## config.mk

```make
export PLATFORM = sky130hd
export DESIGN_NAME = block_pool_free_ring_top
export DESIGN_NICKNAME = d
export VERILOG_FILES = /design/src/sv/bpf_pkg.sv /design/src/sv/block_pool_free_ring_top.sv /design/src/sv/bpf_store.sv
export SDC_FILE = /design/constraint.sdc
export NUM_CORES = 1
export LEC_CHECK = 0
export ABC_CLOCK_PERIOD_IN_PS = 14000
export BUFFER_PORTS_ARGS = -buffer_cell sky130_fd_sc_hd__buf_2
export CORE_ASPECT_RATIO = 1.4
export CORE_MARGIN = 5
export CORE_UTILIZATION = 25
export DETAILED_ROUTE_END_ITERATION = 10
export HOLD_SLACK_MARGIN = 0.15
export PLACE_DENSITY = 0.46
export SLEW_MARGIN = 15
export SYNTH_ARGS = -nofsm -noshare
export SYNTH_HDL_FRONTEND = slang
export SYNTH_SLANG_ARGS = --single-unit
```

## constraint.sdc

```tcl
create_clock -name clk -period 14 [get_ports clk]
set_input_delay 2.8 -clock clk [delete_from_list [all_inputs] [get_ports clk]]
set_output_delay 2.8 -clock clk [all_outputs]
set_load 0.02 [all_outputs]
```

## src/sv/bpf_pkg.sv

```systemverilog
package bpf_pkg;

  // Field widths
  localparam int IDX_W = 6;
  localparam int CNT_W = 7;
  localparam int OP_W  = 2;
  localparam int ST_W  = 2;

  localparam int MAX_BLOCKS_DEF = 64;
  localparam logic [CNT_W-1:0] POOL_DEPTH_RESET = 7'd64;

  // Operation codes
  localparam logic [OP_W-1:0] OP_ACQUIRE = 2'd0;
  localparam logic [OP_W-1:0] OP_RELEASE = 2'd1;
  localparam logic [OP_W-1:0] OP_CLOSE   = 2'd2;
  localparam logic [OP_W-1:0] OP_OPEN    = 2'd3;

  // Status codes
  localparam logic [ST_W-1:0] ST_OK      = 2'd0;
  localparam logic [ST_W-1:0] ST_CLOSING = 2'd1;
  localparam logic [ST_W-1:0] ST_EMPTY   = 2'd2;
  localparam logic [ST_W-1:0] ST_REJECT  = 2'd3;

  // Requests from the control logic to the ring and mark stores
  typedef struct packed {
    logic             clear;
    logic             ring_re;
    logic [IDX_W-1:0] ring_raddr;
    logic             ring_we;
    logic [IDX_W-1:0] ring_waddr;
    logic [IDX_W-1:0] ring_wdata;
    logic             mark_re;
    logic [IDX_W-1:0] mark_raddr;
    logic             mark_we;
    logic [IDX_W-1:0] mark_waddr;
    logic             mark_wdata;
  } bpf_mem_req_t;

  // Registered read data, already resolved against the valid bits
  typedef struct packed {
    logic [IDX_W-1:0] ring_data;
    logic             mark_data;
  } bpf_mem_rsp_t;

  // Depth taken at open: zero selects the reset depth, then saturate to capacity
  function automatic logic [CNT_W-1:0] clamp_depth(input logic [CNT_W-1:0] d,
                                                   input logic [CNT_W-1:0] cap);
    logic [CNT_W-1:0] r;
    r = (d == '0) ? POOL_DEPTH_RESET : d;
    if (r > cap) r = cap;
    return r;
  endfunction

endpackage

```

## src/sv/block_pool_free_ring_top.sv

```systemverilog
// Flow: each request walks ring read, mark read and commit; the mark read of an acquire needs
// the block index that the registered ring read returns. The result beat is registered at the
// commit, which waits while an earlier beat is still held; no new request is taken until the
// current one commits.
// Reset: synchronous, active low; the pool comes up open at its full capacity with every
// block free, and both stores are cleared at once through per-entry valid bits (no sweep).
module block_pool_free_ring_top #(
  parameter int MAX_BLOCKS = bpf_pkg::MAX_BLOCKS_DEF
) (
  input  logic                      clk,
  input  logic                      rst_n,
  input  logic                      cfg_we,
  input  logic [bpf_pkg::CNT_W-1:0] cfg_wdata,
  input  logic                      in_valid,
  output logic                      in_ready,
  input  logic [bpf_pkg::OP_W-1:0]  in_operation,
  input  logic [bpf_pkg::IDX_W-1:0] in_block_index,
  output logic                      out_valid,
  input  logic                      out_ready,
  output logic [bpf_pkg::ST_W-1:0]  out_status,
  output logic [bpf_pkg::IDX_W-1:0] out_granted_index,
  output logic [bpf_pkg::CNT_W-1:0] out_free_blocks,
  output logic [bpf_pkg::CNT_W-1:0] out_blocks_out
);
  import bpf_pkg::*;

  localparam int RING_CAP = (MAX_BLOCKS < (1 << IDX_W)) ? MAX_BLOCKS : (1 << IDX_W);
  localparam int AW       = $clog2(RING_CAP);
  localparam logic [CNT_W-1:0] CAP = CNT_W'(RING_CAP);

  localparam logic [1:0] S_IDLE = 2'd0;
  localparam logic [1:0] S_RD1  = 2'd1;
  localparam logic [1:0] S_EXEC = 2'd2;

  logic [1:0]       state_r, state_nxt;
  logic [OP_W-1:0]  op_r;
  logic [IDX_W-1:0] blk_r;
  logic [CNT_W-1:0] pool_depth_r;
  logic [CNT_W-1:0] depth_r, depth_nxt;
  logic [AW-1:0]    head_r, head_nxt;
  logic [AW-1:0]    tail_r, tail_nxt;
  logic [CNT_W-1:0] free_r, free_nxt;
  logic [CNT_W-1:0] outc_r, outc_nxt;
  logic             closing_r, closing_nxt;

  logic             out_valid_r;
  logic [ST_W-1:0]  status_r, status_nxt;
  logic [IDX_W-1:0] granted_r, granted_nxt;
  logic [CNT_W-1:0] free_out_r;
  logic [CNT_W-1:0] outc_out_r;

  bpf_mem_req_t req;
  bpf_mem_rsp_t rsp;
  logic         accept;
  logic         fire;
  logic [IDX_W-1:0] b;

  bpf_store #(.DEPTH(RING_CAP)) u_store (
    .clk   (clk),
    .rst_n (rst_n),
    .req   (req),
    .rsp   (rsp)
  );

  assign in_ready = (state_r == S_IDLE);
  assign accept   = in_valid && in_ready;
  assign fire     = (state_r == S_EXEC) && (!out_valid_r || out_ready);
  assign b        = rsp.ring_data;

  // Sequence reads, decide and commit
  always_comb begin
    state_nxt   = state_r;
    depth_nxt   = depth_r;
    head_nxt    = head_r;
    tail_nxt    = tail_r;
    free_nxt    = free_r;
    outc_nxt    = outc_r;
    closing_nxt = closing_r;
    status_nxt  = ST_OK;
    granted_nxt = '0;
    req         = '0;
    case (state_r)
      S_IDLE: begin
        if (accept) begin
          req.ring_re    = 1'b1;
          req.ring_raddr = IDX_W'(head_r);
          state_nxt      = S_RD1;
        end
      end
      S_RD1: begin
        req.mark_re    = 1'b1;
        req.mark_raddr = (op_r == OP_ACQUIRE) ? b : blk_r;
        state_nxt      = S_EXEC;
      end
      S_EXEC: begin
        if (fire) begin
          state_nxt = S_IDLE;
          case (op_r)
            OP_ACQUIRE: begin
              if (closing_r) begin
                status_nxt = ST_CLOSING;
              end else if (free_r == '0) begin
                status_nxt = ST_EMPTY;
              end else if ({1'b0, b} >= depth_r || rsp.mark_data) begin
                status_nxt = ST_REJECT;
              end else begin
                if (CNT_W'(head_r) + 7'd1 == depth_r) head_nxt = '0;
                else head_nxt = head_r + 1'b1;
                free_nxt        = free_r - 7'd1;
                outc_nxt        = outc_r + 7'd1;
                req.mark_we     = 1'b1;
                req.mark_waddr  = b;
                req.mark_wdata  = 1'b1;
                granted_nxt     = b;
              end
            end
            OP_RELEASE: begin
              if (closing_r) begin
                status_nxt = ST_CLOSING;
              end else if ({1'b0, blk_r} >= depth_r || !rsp.mark_data || outc_r == '0) begin
                status_nxt = ST_REJECT;
              end else begin
                req.mark_we    = 1'b1;
                req.mark_waddr = blk_r;
                req.mark_wdata = 1'b0;
                outc_nxt       = outc_r - 7'd1;
                if (free_r < depth_r) begin
                  req.ring_we    = 1'b1;
                  req.ring_waddr = IDX_W'(tail_r);
                  req.ring_wdata = blk_r;
                  if (CNT_W'(tail_r) + 7'd1 == depth_r) tail_nxt = '0;
                  else tail_nxt = tail_r + 1'b1;
                  free_nxt = free_r + 7'd1;
                end
              end
            end
            OP_CLOSE: begin
              closing_nxt = 1'b1;
            end
            OP_OPEN: begin
              depth_nxt   = clamp_depth(pool_depth_r, CAP);
              req.clear   = 1'b1;
              head_nxt    = '0;
              tail_nxt    = '0;
              free_nxt    = clamp_depth(pool_depth_r, CAP);
              outc_nxt    = '0;
              closing_nxt = 1'b0;
            end
            default: begin
              state_nxt = S_IDLE;
            end
          endcase
        end
      end
      default: begin
        state_nxt = S_IDLE;
      end
    endcase
  end

  // Control and pool state
  always_ff @(posedge clk) begin
    if (!rst_n) begin
      state_r      <= S_IDLE;
      pool_depth_r <= POOL_DEPTH_RESET;
      depth_r      <= clamp_depth(POOL_DEPTH_RESET, CAP);
      head_r       <= '0;
      tail_r       <= '0;
      free_r       <= clamp_depth(POOL_DEPTH_RESET, CAP);
      outc_r       <= '0;
      closing_r    <= 1'b0;
      out_valid_r  <= 1'b0;
    end else begin
      state_r   <= state_nxt;
      depth_r   <= depth_nxt;
      head_r    <= head_nxt;
      tail_r    <= tail_nxt;
      free_r    <= free_nxt;
      outc_r    <= outc_nxt;
      closing_r <= closing_nxt;
      if (cfg_we) pool_depth_r <= cfg_wdata;
      if (fire) out_valid_r <= 1'b1;
      else if (out_ready) out_valid_r <= 1'b0;
    end
  end

  // Hold the request fields and the result beat
  always_ff @(posedge clk) begin
    if (accept) begin
      op_r  <= in_operation;
      blk_r <= in_block_index;
    end
    if (fire) begin
      status_r   <= status_nxt;
      granted_r  <= granted_nxt;
      free_out_r <= free_nxt;
      outc_out_r <= outc_nxt;
    end
  end

  assign out_valid         = out_valid_r;
  assign out_status        = status_r;
  assign out_granted_index = granted_r;
  assign out_free_blocks   = free_out_r;
  assign out_blocks_out    = outc_out_r;

  // Free and checked-out blocks always add up to the depth in force
  a_count_sum: assert property (@(posedge clk) disable iff (!rst_n)
    ({1'b0, free_r} + {1'b0, outc_r}) == {1'b0, depth_r})
    else $error("free and checked-out counts do not add up to the depth");

  // Ring pointers stay inside the pool
  a_ptr_range: assert property (@(posedge clk) disable iff (!rst_n)
    (CNT_W'(head_r) < depth_r) && (CNT_W'(tail_r) < depth_r))
    else $error("ring pointer beyond the pool depth");

  // A result beat only appears out of the commit step
  a_out_src: assert property (@(posedge clk) disable iff (!rst_n)
    $rose(out_valid_r) |-> $past(state_r) == S_EXEC)
    else $error("result beat raised outside the commit step");

  // A granted index other than zero only comes with an ok status
  a_grant_ok: assert property (@(posedge clk) disable iff (!rst_n)
    (out_valid_r && granted_r != '0) |-> status_r == ST_OK)
    else $error("granted index without ok status");

endmodule

```

## src/sv/bpf_store.sv

```systemverilog
module bpf_store #(
  parameter int DEPTH = bpf_pkg::MAX_BLOCKS_DEF
) (
  input  logic                  clk,
  input  logic                  rst_n,
  input  bpf_pkg::bpf_mem_req_t req,
  output bpf_pkg::bpf_mem_rsp_t rsp
);
  import bpf_pkg::*;

  localparam int AW = $clog2(DEPTH);

  logic [IDX_W-1:0] ring_mem [DEPTH];
  logic             mark_mem [DEPTH];
  logic [DEPTH-1:0] ring_vld_r;
  logic [DEPTH-1:0] mark_vld_r;

  logic [IDX_W-1:0] ring_q_r;
  logic             ring_qv_r;
  logic [AW-1:0]    ring_qa_r;
  logic             mark_q_r;
  logic             mark_qv_r;

  // Track written entries; an open drops them all at once
  always_ff @(posedge clk) begin
    if (!rst_n) begin
      ring_vld_r <= '0;
      mark_vld_r <= '0;
    end else if (req.clear) begin
      ring_vld_r <= '0;
      mark_vld_r <= '0;
    end else begin
      if (req.ring_we) ring_vld_r[req.ring_waddr[AW-1:0]] <= 1'b1;
      if (req.mark_we) mark_vld_r[req.mark_waddr[AW-1:0]] <= 1'b1;
    end
  end

  // Ring store: one write, one registered read
  always_ff @(posedge clk) begin
    if (req.ring_we) ring_mem[req.ring_waddr[AW-1:0]] <= req.ring_wdata;
    if (req.ring_re) begin
      ring_q_r  <= ring_mem[req.ring_raddr[AW-1:0]];
      ring_qv_r <= ring_vld_r[req.ring_raddr[AW-1:0]];
      ring_qa_r <= req.ring_raddr[AW-1:0];
    end
  end

  // Mark store: one write, one registered read
  always_ff @(posedge clk) begin
    if (req.mark_we) mark_mem[req.mark_waddr[AW-1:0]] <= req.mark_wdata;
    if (req.mark_re) begin
      mark_q_r  <= mark_mem[req.mark_raddr[AW-1:0]];
      mark_qv_r <= mark_vld_r[req.mark_raddr[AW-1:0]];
    end
  end

  // An unwritten ring entry holds its own position; an unwritten mark is free
  assign rsp.ring_data = ring_qv_r ? ring_q_r : IDX_W'(ring_qa_r);
  assign rsp.mark_data = mark_qv_r & mark_q_r;

endmodule

```

==> run metrics, run 1 <==
CORE AREA 112000 um2; Worst Clk Skew 0.0312 ns; final setup fails 0; Yosys top cell by area edfxtp_1; main combinational cell family by area after synthesis compound AO/OA/AOI/OAI gates; wirelength, routed 83300 um; final worst-path cycle share 0.433; slew margin rel. 0.269; mean post-synth cell area 12.8 um2; Hold-fix buffers, CTS 0; drc violations 0; clk root buf clkbuf_16; CP startpoint kind input pin; drt initial violations 1407; non-filler instance count after layout 3734; Pleak 10.9 nW; DP HPWL 55100 um; clock tree from TritonCTS done; Die W 293 um; Post-CTS Resized 0; Synth Flop Type edfxtp_1; first-pass GRT wire length 124000 um; Simple-Gate Fraction of Synth Area 0.112; cell count after synthesis 2189; number of global-route vias before repair 18800; final net count 2253; worst slew pin tran 1.07 ns; synthesized cell area 28100 um2; final hold vios 0; io pins 44; run status finished, final reports clean; Pins Over Slew Limit 0; NetSw 0.867 mW; layout cells sized above 1 0.118; top cells by area, synth edfxtp_1 53%, dfxtp_1 12%, mux4_2 4.5%; max cap viols 0; commonest non-fill, non-tap cell in the layout edfxtp_1; Reg2Reg Setup Slack 8.54 ns; area share of the leading cell type in the synthesized netlist 0.527; die height 407 um; crit-path cells buf_2 -> nand2_2 -> inv_1 -> buf_4 -> and2_4 -> buf_4 -> mux4_2 -> nand2_1 -> nand3_1 -> a311oi_1 -> a21oi_1; routed length per instance 22.3 um; clk sinks 665; cell mode on critical path buf_4; die area 119000 um2; post-synthesis register bit count 665; worst min path class register to register; largest net degree at the start of global routing 69; gp weighted congestion 0.862; Post-Synth Adder-Cell Area 0.0116; Final WS setup 7.94 ns; Filler cells 11400; port bufs 43; setup repair bufs after CTS 0; pre-CTS setup slack 7.30 ns; WP data arrival 6.39 ns; Power Density 127 nW/um2; reg-to-reg endpoint u_store.mark_mem[56]; clock latency on the worst-skew pair 0.61 ns; critical path's slowest cell buf_4; switching share of total power 0.213; Seq/Total Area, Yosys 0.650; Rows 145; CP max stage delay 0.77 ns; Reg power frac 0.519; Clock Tree Buf Depth 3; HP Start u_store.mark_vld_r[43]; placed cells 3604; Total Routing Usage GR 0.137; Int Pwr 3.20 mW; Post-Route Setup TNS 0 ns; First-pass DRT Iterations 6; mux cell area share after synthesis 0.0826; worst hold path cell count 2; Reg2Reg Depth 10; Clock power frac 0.451; Post-synth EDFFs 493; antenna violations before repair 2; Compound-Gate Fraction of Synth Area 0.115; Worst-path clk slew 0.06 ns; hold worst-path end u_store.mark_vld_r[43]; total number of vias 18200; Synth Area in XOR/XNOR 0.00499; post-synthesis cell type count 80; routed vias/inst 4.88; Min Clock Period, post-route 6.06 ns; Area Growth Syn to Fin 14.3%; WS Path Type input pin to register; Initial Util 0.252; FFs w/ async S/R, synth 0; worst r2r src u_store.ring_qv_r; synthesis warning total 0; CP Capture Type register; Combinational Power Share 0.030; Routed Antenna Nets 0; fmax 0.165 GHz; GRT overflow 0; syn nets 2235; unrepaired setup endpoints after global routing false; Worst Path Max Fanout 45; n_diodes 0; CP required 14.33 ns; most frequent cells in the layout 493 x edfxtp_1, 219 x nand2_1, 217 x nor2_1, 170 x dfxtp_1, 119 x a21oi_1; CTS H-tree depth 3; CTS buffer count 71; maximum vdd ir drop 0.0687 mV
==> stage by stage <==
stage / hold WS, ns / utilization / power, mW / cell area (um2)
floorplan: 0.425 / - / 2.23 / 28100
finish: 0.452 / 0.288 / 4.07 / 32100
detailed placement: 0.440 / 0.268 / 2.27 / 29800
global placement: 0.432 / 0.268 / 2.27 / 29800
CTS: 0.454 / 0.288 / 4.12 / 32100
global route: 0.475 / 0.288 / 4.21 / 32100
==> power by group through the flow <==
stage / registers (mW) / logic, mW / clock network, mW
finish: 2.11 / 0.120 / 1.84
global route: 2.11 / 0.130 / 1.97
CTS: 2.11 / 0.121 / 1.89
detailed placement: 2.15 / 0.120 / 0
global placement: 2.15 / 0.119 / 0
floorplan: 2.15 / 0.0781 / 0
==> cells in the mapped netlist (4+ instances only) <==
| library cell | count |
|---|---|
| edfxtp_1 | 493 |
| nand2_1 | 220 |
| nor2_1 | 220 |
| dfxtp_1 | 172 |
| a21oi_1 | 120 |
| nand3_1 | 111 |
| o21a_1 | 110 |
| mux2i_1 | 99 |
| clkbuf_1 | 78 |
| mux4_2 | 56 |
| o21ai_0 | 46 |
| o221ai_1 | 42 |
| buf_2 | 34 |
| a31oi_1 | 30 |
| ha_1 | 26 |
| inv_1 | 25 |
| and2_1 | 23 |
| nor3_1 | 23 |
| o22ai_1 | 21 |
| nand2b_1 | 19 |
| nand4_1 | 16 |
| nor2b_1 | 13 |
| and3_1 | 12 |
| o31ai_1 | 11 |
| xnor2_1 | 11 |
| o211ai_1 | 10 |
| buf_4 | 8 |
| nor4_1 | 8 |
| a311oi_1 | 7 |
| buf_1 | 7 |
| a211oi_1 | 6 |
| a32oi_1 | 6 |
| mux2_2 | 6 |
| nand3b_1 | 6 |
| nor3_2 | 6 |
| a21o_1 | 5 |
| a22o_1 | 5 |
| and4_1 | 5 |
| o21bai_1 | 5 |
| xor2_1 | 5 |
| a32o_1 | 4 |
| o22a_1 | 4 |
==> state kept, by name, indices dropped and copies added (netlist names), 2 cells and up <==
signal,cells
outc_r,7
op_r,2
u_store.ring_vld_r,64
u_store.mark_mem,64
u_store.ring_q_r,6
u_store.ring_mem,384
free_r,7
out_blocks_out,7
tail_r,6
depth_r,7
out_granted_index,6
blk_r,6
state_r,2
u_store.ring_qa_r,6
head_r,6
u_store.mark_vld_r,64
out_free_blocks,7
out_status,2
pool_depth_r,7
==> how the worst max path moves through the flow <==
| stage | slack (ns) | to | start |
|---|---|---|---|
| 2_1_floorplan | 7.58 | u_store.ring_mem[0][0] | out_ready |
| 3_3_place_gp | 7.27 | u_store.ring_q_r[1] | in_valid |
| 3_5_place_dp | 7.30 | u_store.ring_q_r[5] | in_valid |
| 4_1_cts | 7.98 | u_store.ring_q_r[5] | in_valid |
| 5_1_grt | 7.67 | u_store.ring_q_r[5] | in_valid |
| 6_report | 7.94 | u_store.ring_q_r[5] | in_valid |
==> critical path: cells and delay by family <==
kind | cells | cell delay [ns]
buf+inv | 4 | 1.32
mux | 1 | 0.60
simple gates | 4 | 1.12
compound gates | 2 | 0.44
==> logic make-up (layout without fill, tap and decap cells) <==
family	count (synthesis)	count (layout)
flip-flops	665	665
AO/OA/AOI/OAI	469	469
XOR/XNOR	16	16
adder cells (fa/ha/maj)	26	26
AND/OR/NAND/NOR	694	694
multiplexers	161	161
buffers and inverters	158	233
==> metal layers <==
metal,global-route usage,share of wire,vias up
met4,0.0478,0.032,2
met1,0.163,0.41,9274
met3,0.0211,0.041,132
met5,0,0.00016,-
met2,0.250,0.52,473
li1,-,-,8324
==> layout make-up <==
| cell class | instances | area (um2) | share of cell area |
|---|---|---|---|
| tap | 1470 | 1840 | 0.0573 |
| sequential | 665 | 18300 | 0.569 |
| timing repair buffer | 76 | 463 | 0.0144 |
| clock buffer | 104 | 1990 | 0.0622 |
| multi-input combinational | 1366 | 9190 | 0.286 |
| clock inverter | 26 | 244 | 0.00760 |
| inverter | 27 | 101 | 0.00316 |
(Power assumes the default switching activity.)
==> inputs of run 2 (changes only) <==
- ABC_AREA: default -> 1
- ABC_CLOCK_PERIOD_IN_PS: 14000 -> 5650
- clock period: 14 -> 5.65 ns (I/O delays scaled with it)
==> run metrics, run 2 <==
run status finished, final reports clean (unchanged); layout cells sized above 1 0.0883 (was 0.118); largest net degree at the start of global routing 138 (was 69); top cells by area, synth edfxtp_1 49%, dfxtp_1 11%, inv_1 6.3% (was edfxtp_1 53%, dfxtp_1 12%, mux4_2 4.5%); Worst-path clk slew 0.07 ns (was 0.06 ns); CP Capture Type register (unchanged); main combinational cell family by area after synthesis simple AND/OR/NAND/NOR gates (was compound AO/OA/AOI/OAI gates); synthesized cell area 30500 um2 (was 28100 um2); die height 423 um (was 407 um); final setup fails 0 (unchanged); Post-CTS Resized 0 (unchanged); CP startpoint kind register (was input pin); drc violations 0 (unchanged); setup repair bufs after CTS 0 (unchanged); wirelength, routed 89600 um (was 83300 um); Pins Over Slew Limit 0 (unchanged); Yosys top cell by area edfxtp_1 (unchanged); clock latency on the worst-skew pair 0.63 ns (was 0.61 ns); worst slew pin tran 0.937 ns (was 1.07 ns); post-synthesis cell type count 45 (was 80); Post-synth EDFFs 493 (unchanged); clock tree from TritonCTS done (unchanged); port bufs 43 (unchanged); Compound-Gate Fraction of Synth Area 0.129 (was 0.115); final hold vios 0 (unchanged); critical path's slowest cell o21ai_0 (was buf_4); io pins 44 (unchanged); First-pass DRT Iterations 5 (was 6); CP required 5.99 ns (was 14.33 ns); power after layout 10.4 mW (was 4.07 mW); Routed Antenna Nets 0 (unchanged); DP HPWL 57600 um (was 55100 um); top cells by count, synth 513 x inv_1, 493 x edfxtp_1, 472 x nand2_1 (was 493 x edfxtp_1, 220 x nand2_1, 220 x nor2_1); Power Density 298 nW/um2 (was 127 nW/um2); CTS H-tree depth 3 (unchanged); final worst-path cycle share 0.724; Pleak 13.6 nW (was 10.9 nW); cell count after synthesis 3184 (was 2189); crit-path cells o21ai_0 -> inv_1 -> ha_1 -> a21oi_1 -> nand2_1 -> nand2_1 -> nand3_1 -> nor2_2 -> nand3_1 -> nand2_1 -> nand3_2 -> nor2_4 -> nand2_1 -> inv_1 (was buf_2 -> nand2_2 -> inv_1 -> buf_4 -> and2_4 -> buf_4 -> mux4_2 -> nand2_1 -> nand3_1 -> a311oi_1 -> a21oi_1); Clock Tree Buf Depth 3 (unchanged); post-synthesis register bit count 665 (unchanged); drt initial violations 1323 (was 1407); total number of vias 21800 (was 18200); gp weighted congestion 0.799 (was 0.862); mean post-synth cell area 9.56 um2 (was 12.8 um2); Worst Clk Skew 0.0296 ns (was 0.0312 ns); commonest non-fill, non-tap cell in the layout inv_1 (was edfxtp_1); Min Clock Period, post-route 4.09 ns; Rows 151 (was 145); most frequent cells in the layout 512 x inv_1, 493 x edfxtp_1, 470 x nand2_1, 305 x nand3_1 (was 493 x edfxtp_1, 219 x nand2_1, 217 x nor2_1, 170 x dfxtp_1, 119 x a21oi_1); routed vias/inst 4.51 (was 4.88); synthesis warning total 0 (unchanged); clk sinks 665 (unchanged); Post-Route Setup TNS 0 ns (unchanged); first-pass GRT wire length 135000 um (was 124000 um); worst hold path cell count 2 (unchanged); FFs w/ async S/R, synth 0 (unchanged); GRT overflow 0 (unchanged); WP data arrival 4.43 ns (was 6.39 ns); Area Growth Syn to Fin 14.2% (was 14.3%); die area 129000 um2 (was 119000 um2); Die W 305 um (was 293 um); final net count 3231 (was 2253); Simple-Gate Fraction of Synth Area 0.167 (was 0.112); Initial Util 0.251 (was 0.252); n_diodes 0 (unchanged); Largest register FFs 384 (unchanged); number of global-route vias before repair 21400 (was 18800); slew margin rel. 0.373 (was 0.269); maximum vdd ir drop 0.195 mV (was 0.0687 mV); routed length per instance 18.5 um (was 22.3 um); area share of the leading cell type in the synthesized netlist 0.486 (was 0.527); placed inst area 32500 um2 (was 29800 um2); Hold-fix buffers, CTS 0 (unchanged); most frequent cell after synthesis inv_1 (was edfxtp_1); cell mode on critical path nand2_1 (was buf_4); fmax 0.245 GHz; fin area 34800 um2 (was 32100 um2); clk root buf clkbuf_16 (unchanged); syn nets 3230 (was 2235); CORE AREA 121000 um2 (was 112000 um2); Post-Synth Adder-Cell Area 0.0107 (was 0.0116); unrepaired setup endpoints after global routing false (unchanged); worst min path class register to register (unchanged); Reg2Reg Depth 14 (was 10); Synth Area in XOR/XNOR 0.00662 (was 0.00499); Worst Path Max Fanout 12 (was 45); Total Routing Usage GR 0.135 (was 0.137); CTS buffer count 71 (unchanged); max cap viols 0 (unchanged); CP max stage delay 0.66 ns (was 0.77 ns); Seq/Total Area, Yosys 0.599 (was 0.650); mux cell area share after synthesis 0 (was 0.0826); WS Path Type register to register (was input pin to register); antenna violations before repair 0 (was 2); Synth Flop Type edfxtp_1 (unchanged)
==> run 2: cell count changes after synthesis, sizes merged, moves of 25 or more <==
cell,previous run,this run
inv,25,535
o21a,110,13
o21bai,5,42
mux2i,99,0
a21oi,122,260
nand3b,6,31
and2,25,0
o21ai,47,288
nand2,221,482
nor2,220,187
o221ai,44,1
nand3,112,316
mux4,56,0
o211ai,11,91
==> run 2: area by class of cell <==
| type | instances | area, um2 |
|---|---|---|
| fillers | 12700 | 86300 |
| flip-flops and latches | 665 | 18200 |
| multi-input cells | 1826 | 9630 |
| inverters | 536 | 2020 |
| well taps | 1606 | 2010 |
| clock buffers | 99 | 1980 |
| repair buffers | 85 | 618 |
| clock inverters | 27 | 285 |
==> run 2: worst paths after layout <==
check	to	slack, ns	from
worst max register to register	u_store.mark_mem[4]	1.56	u_store.ring_qv_r
worst min-delay path	u_store.ring_vld_r[41]	0.45	u_store.ring_vld_r[41]
worst min register to register	u_store.ring_vld_r[41]	0.45	u_store.ring_vld_r[41]
worst max-delay path	u_store.mark_mem[4]	1.56	u_store.ring_qv_r
==> run 2: kinds of logic after synthesis <==
family	count (synthesis)
XOR/XNOR	23
AO/OA/AOI/OAI	704
buffers and inverters	693
AND/OR/NAND/NOR	1073
flip-flops	665
adder cells (fa/ha/maj)	26
==> run 2: per-stage QoR <==
| stage | worst slack [ns] | hold slack (ns) | util | cells |
|---|---|---|---|---|
| final | 1.56 | 0.446 | 0.287 | 4844 |
| after global routing | 1.26 | 0.463 | 0.287 | 4844 |
| after CTS | 1.56 | 0.448 | 0.287 | 4844 |
| after detailed placement | 1.23 | 0.438 | 0.269 | 4718 |
| after global placement | 1.18 | 0.434 | 0.269 | 4718 |
| after floorplan | 1.82 | 0.427 | - | 3184 |
==> run 2: metal layers <==
layer	wire, um	up-vias	GRT usage
met3	3470	119	0.0190
li1	-	10800	-
met5	0	-	0
met1	36700	10500	0.161
met4	2500	0	0.0424
met2	47000	432	0.251
==> run 2: report_power, final <==
group / switching (mW) / total (mW) / leakage, nW / internal [mW]
logic: 0.334 / 0.460 / 5.64 / 0.125
clock network: 1.98 / 4.65 / 1.09 / 2.68
registers: 0.0336 / 5.25 / 6.88 / 5.21
total: 2.34 / 10.4 / 13.6 / 8.02
==> run 2: worst max-delay path: cells and delay by family, from the launching register on <==
family                   cells  cell delay [ns]
AND/OR/NAND/NOR              9             1.89
AO/OA/AOI/OAI                2             0.81
flip-flops                   1             0.56
adder cells (fa/ha/maj)      1             0.35
buffers and inverters        2             0.18
==> inputs of run 3 (changes only) <==
- ABC_CLOCK_PERIOD_IN_PS: 5650 -> 3820
- clock period: 5.65 -> 3.82 ns (I/O delays scaled with it)
==> run metrics, run 3 (same netlist as run 2, synthesis figures left out) <==
run status finished, final reports clean (unchanged); setup repair bufs after CTS 0 (unchanged); placed cells 4778 (was 4718); Post-CTS Resized 0 (unchanged); final hold vios 0 (unchanged); power after layout 15.3 mW (was 10.4 mW); CP startpoint kind register (unchanged); CTS buffer count 71 (unchanged); CP Capture Type register (unchanged); multi-input logic area 9620 um2 (was 9630 um2); clk root buf clkbuf_16 (unchanged); Power Density 433 nW/um2 (was 298 nW/um2); routed vias/inst 4.52 (was 4.51); most frequent cells in the layout 512 x inv_1, 493 x edfxtp_1, 470 x nand2_1, 305 x nand3_1 (unchanged); first-pass GRT wire length 136000 um (was 135000 um); Largest register FFs 384 (unchanged); worst slew pin tran 0.724 ns (was 0.937 ns); Pleak 14.0 nW (was 13.6 nW); Worst-path clk slew 0.06 ns (was 0.07 ns); unrepaired setup endpoints after global routing false (unchanged); number of global-route vias before repair 22000 (was 21400); Post-Route Setup TNS 0 ns (unchanged); fmax 0.286 GHz (was 0.245 GHz); storage element area 18200 um2 (unchanged); DP HPWL 59000 um (was 57600 um); largest net degree at the start of global routing 114 (was 138); io pins 44 (unchanged); clock tree from TritonCTS done (unchanged); Hold-fix buffers, CTS 0 (unchanged); final worst-path cycle share 0.917 (was 0.724); CP required 4.13 ns (was 5.99 ns); Routed Antenna Nets 0 (unchanged); worst min path class input pin to register (was register to register); Initial Util 0.251 (unchanged); slew margin rel. 0.516 (was 0.373); Util after Layout 0.292 (was 0.287); Final WS setup 0.319 ns (was 1.56 ns); port bufs 43 (unchanged); placed inst area 33100 um2 (was 32500 um2); CORE AREA 121000 um2 (unchanged); non-filler instance count after layout 4908 (was 4844); Worst Path Max Fanout 8 (was 12); GRT overflow 0 (unchanged); Die W 305 um (unchanged); First-pass DRT Iterations 6 (was 5); max cap viols 0 (unchanged); final net count 3291 (was 3231); die height 423 um (unchanged); total number of vias 22200 (was 21800); maximum vdd ir drop 0.294 mV (was 0.195 mV); die area 129000 um2 (unchanged); routed length per instance 18.4 um (was 18.5 um); Clock Tree Buf Depth 3 (unchanged); Min Clock Period, post-route 3.50 ns (was 4.09 ns); Rows 151 (unchanged); Filler cells 12700 (about the same); Area Growth Syn to Fin 16.3% (was 14.2%); clock latency on the worst-skew pair 0.64 ns (was 0.63 ns); wirelength, routed 90400 um (was 89600 um); fin area 35400 um2 (was 34800 um2); commonest non-fill, non-tap cell in the layout inv_1 (unchanged); CTS H-tree depth 3 (unchanged); Worst Clk Skew 0.0191 ns (was 0.0296 ns); drt initial violations 1602 (was 1323); pre-CTS setup slack 0.307 ns (was 1.23 ns); Pins Over Slew Limit 0 (unchanged); Total Routing Usage GR 0.136 (was 0.135); clk sinks 665 (unchanged); antenna violations before repair 0 (unchanged); Hold WS 0.321 ns (was 0.446 ns); gp weighted congestion 0.830 (was 0.799); layout cells sized above 1 0.106 (was 0.0883); drc violations 0 (unchanged); WP data arrival 3.81 ns (was 4.43 ns); final setup fails 0 (unchanged); n_diodes 0 (unchanged); WS Path Type register to register (unchanged)
run 3: final timing paths:
check / from / endpoint / slack [ns] / cells after the start
min reg2reg: u_store.ring_vld_r[3] / u_store.ring_vld_r[3] / 0.45 / 2
max reg2reg: blk_r[0] / u_store.ring_mem[34][0] / 0.32 / 15
min: in_block_index[3] / blk_r[3] / 0.32 / 1
max: blk_r[0] / u_store.ring_mem[34][0] / 0.32 / 15
run 3: power by group:
part           switching, mW  total, mW  internal, mW
Sequential            0.0389       7.75          7.71
Combinational          0.515      0.723         0.208
Clock                   2.91       6.87          3.96
run 3: routing by layer:
metal	part of all wire	up-vias	global-route usage	routed length, um
li1	-	10900	-	-
met1	0.41	10700	0.163	37400
met2	0.52	459	0.247	46600
met3	0.037	156	0.0180	3380
met4	0.033	0	0.0521	2940
met5	0	-	0	0
run 3: final cells by class:
cell class | instances | share of cell area
clock buffers | 100 | 0.0579
clock inverters | 30 | 0.00703
inverters | 536 | 0.0570
multi-input cells | 1826 | 0.272
flip-flops and latches | 665 | 0.515
well taps | 1606 | 0.0568
repair buffers | 145 | 0.0341
run 3: worst max-delay path: stages, from the launching register on:
cell,delay [ns]
edfxtp_1,0.41
inv_1,0.21
ha_1,0.27
inv_1,0.06
nand2_1,0.04
nand2_1,0.06
nand2_1,0.09
nand2_1,0.14
nand3b_4,0.13
nor2_4,0.20
nand3_2,0.14
nor2_4,0.29
nand2_4,0.17
nor3_4,0.47
nand2_1,0.24
inv_1,0.25
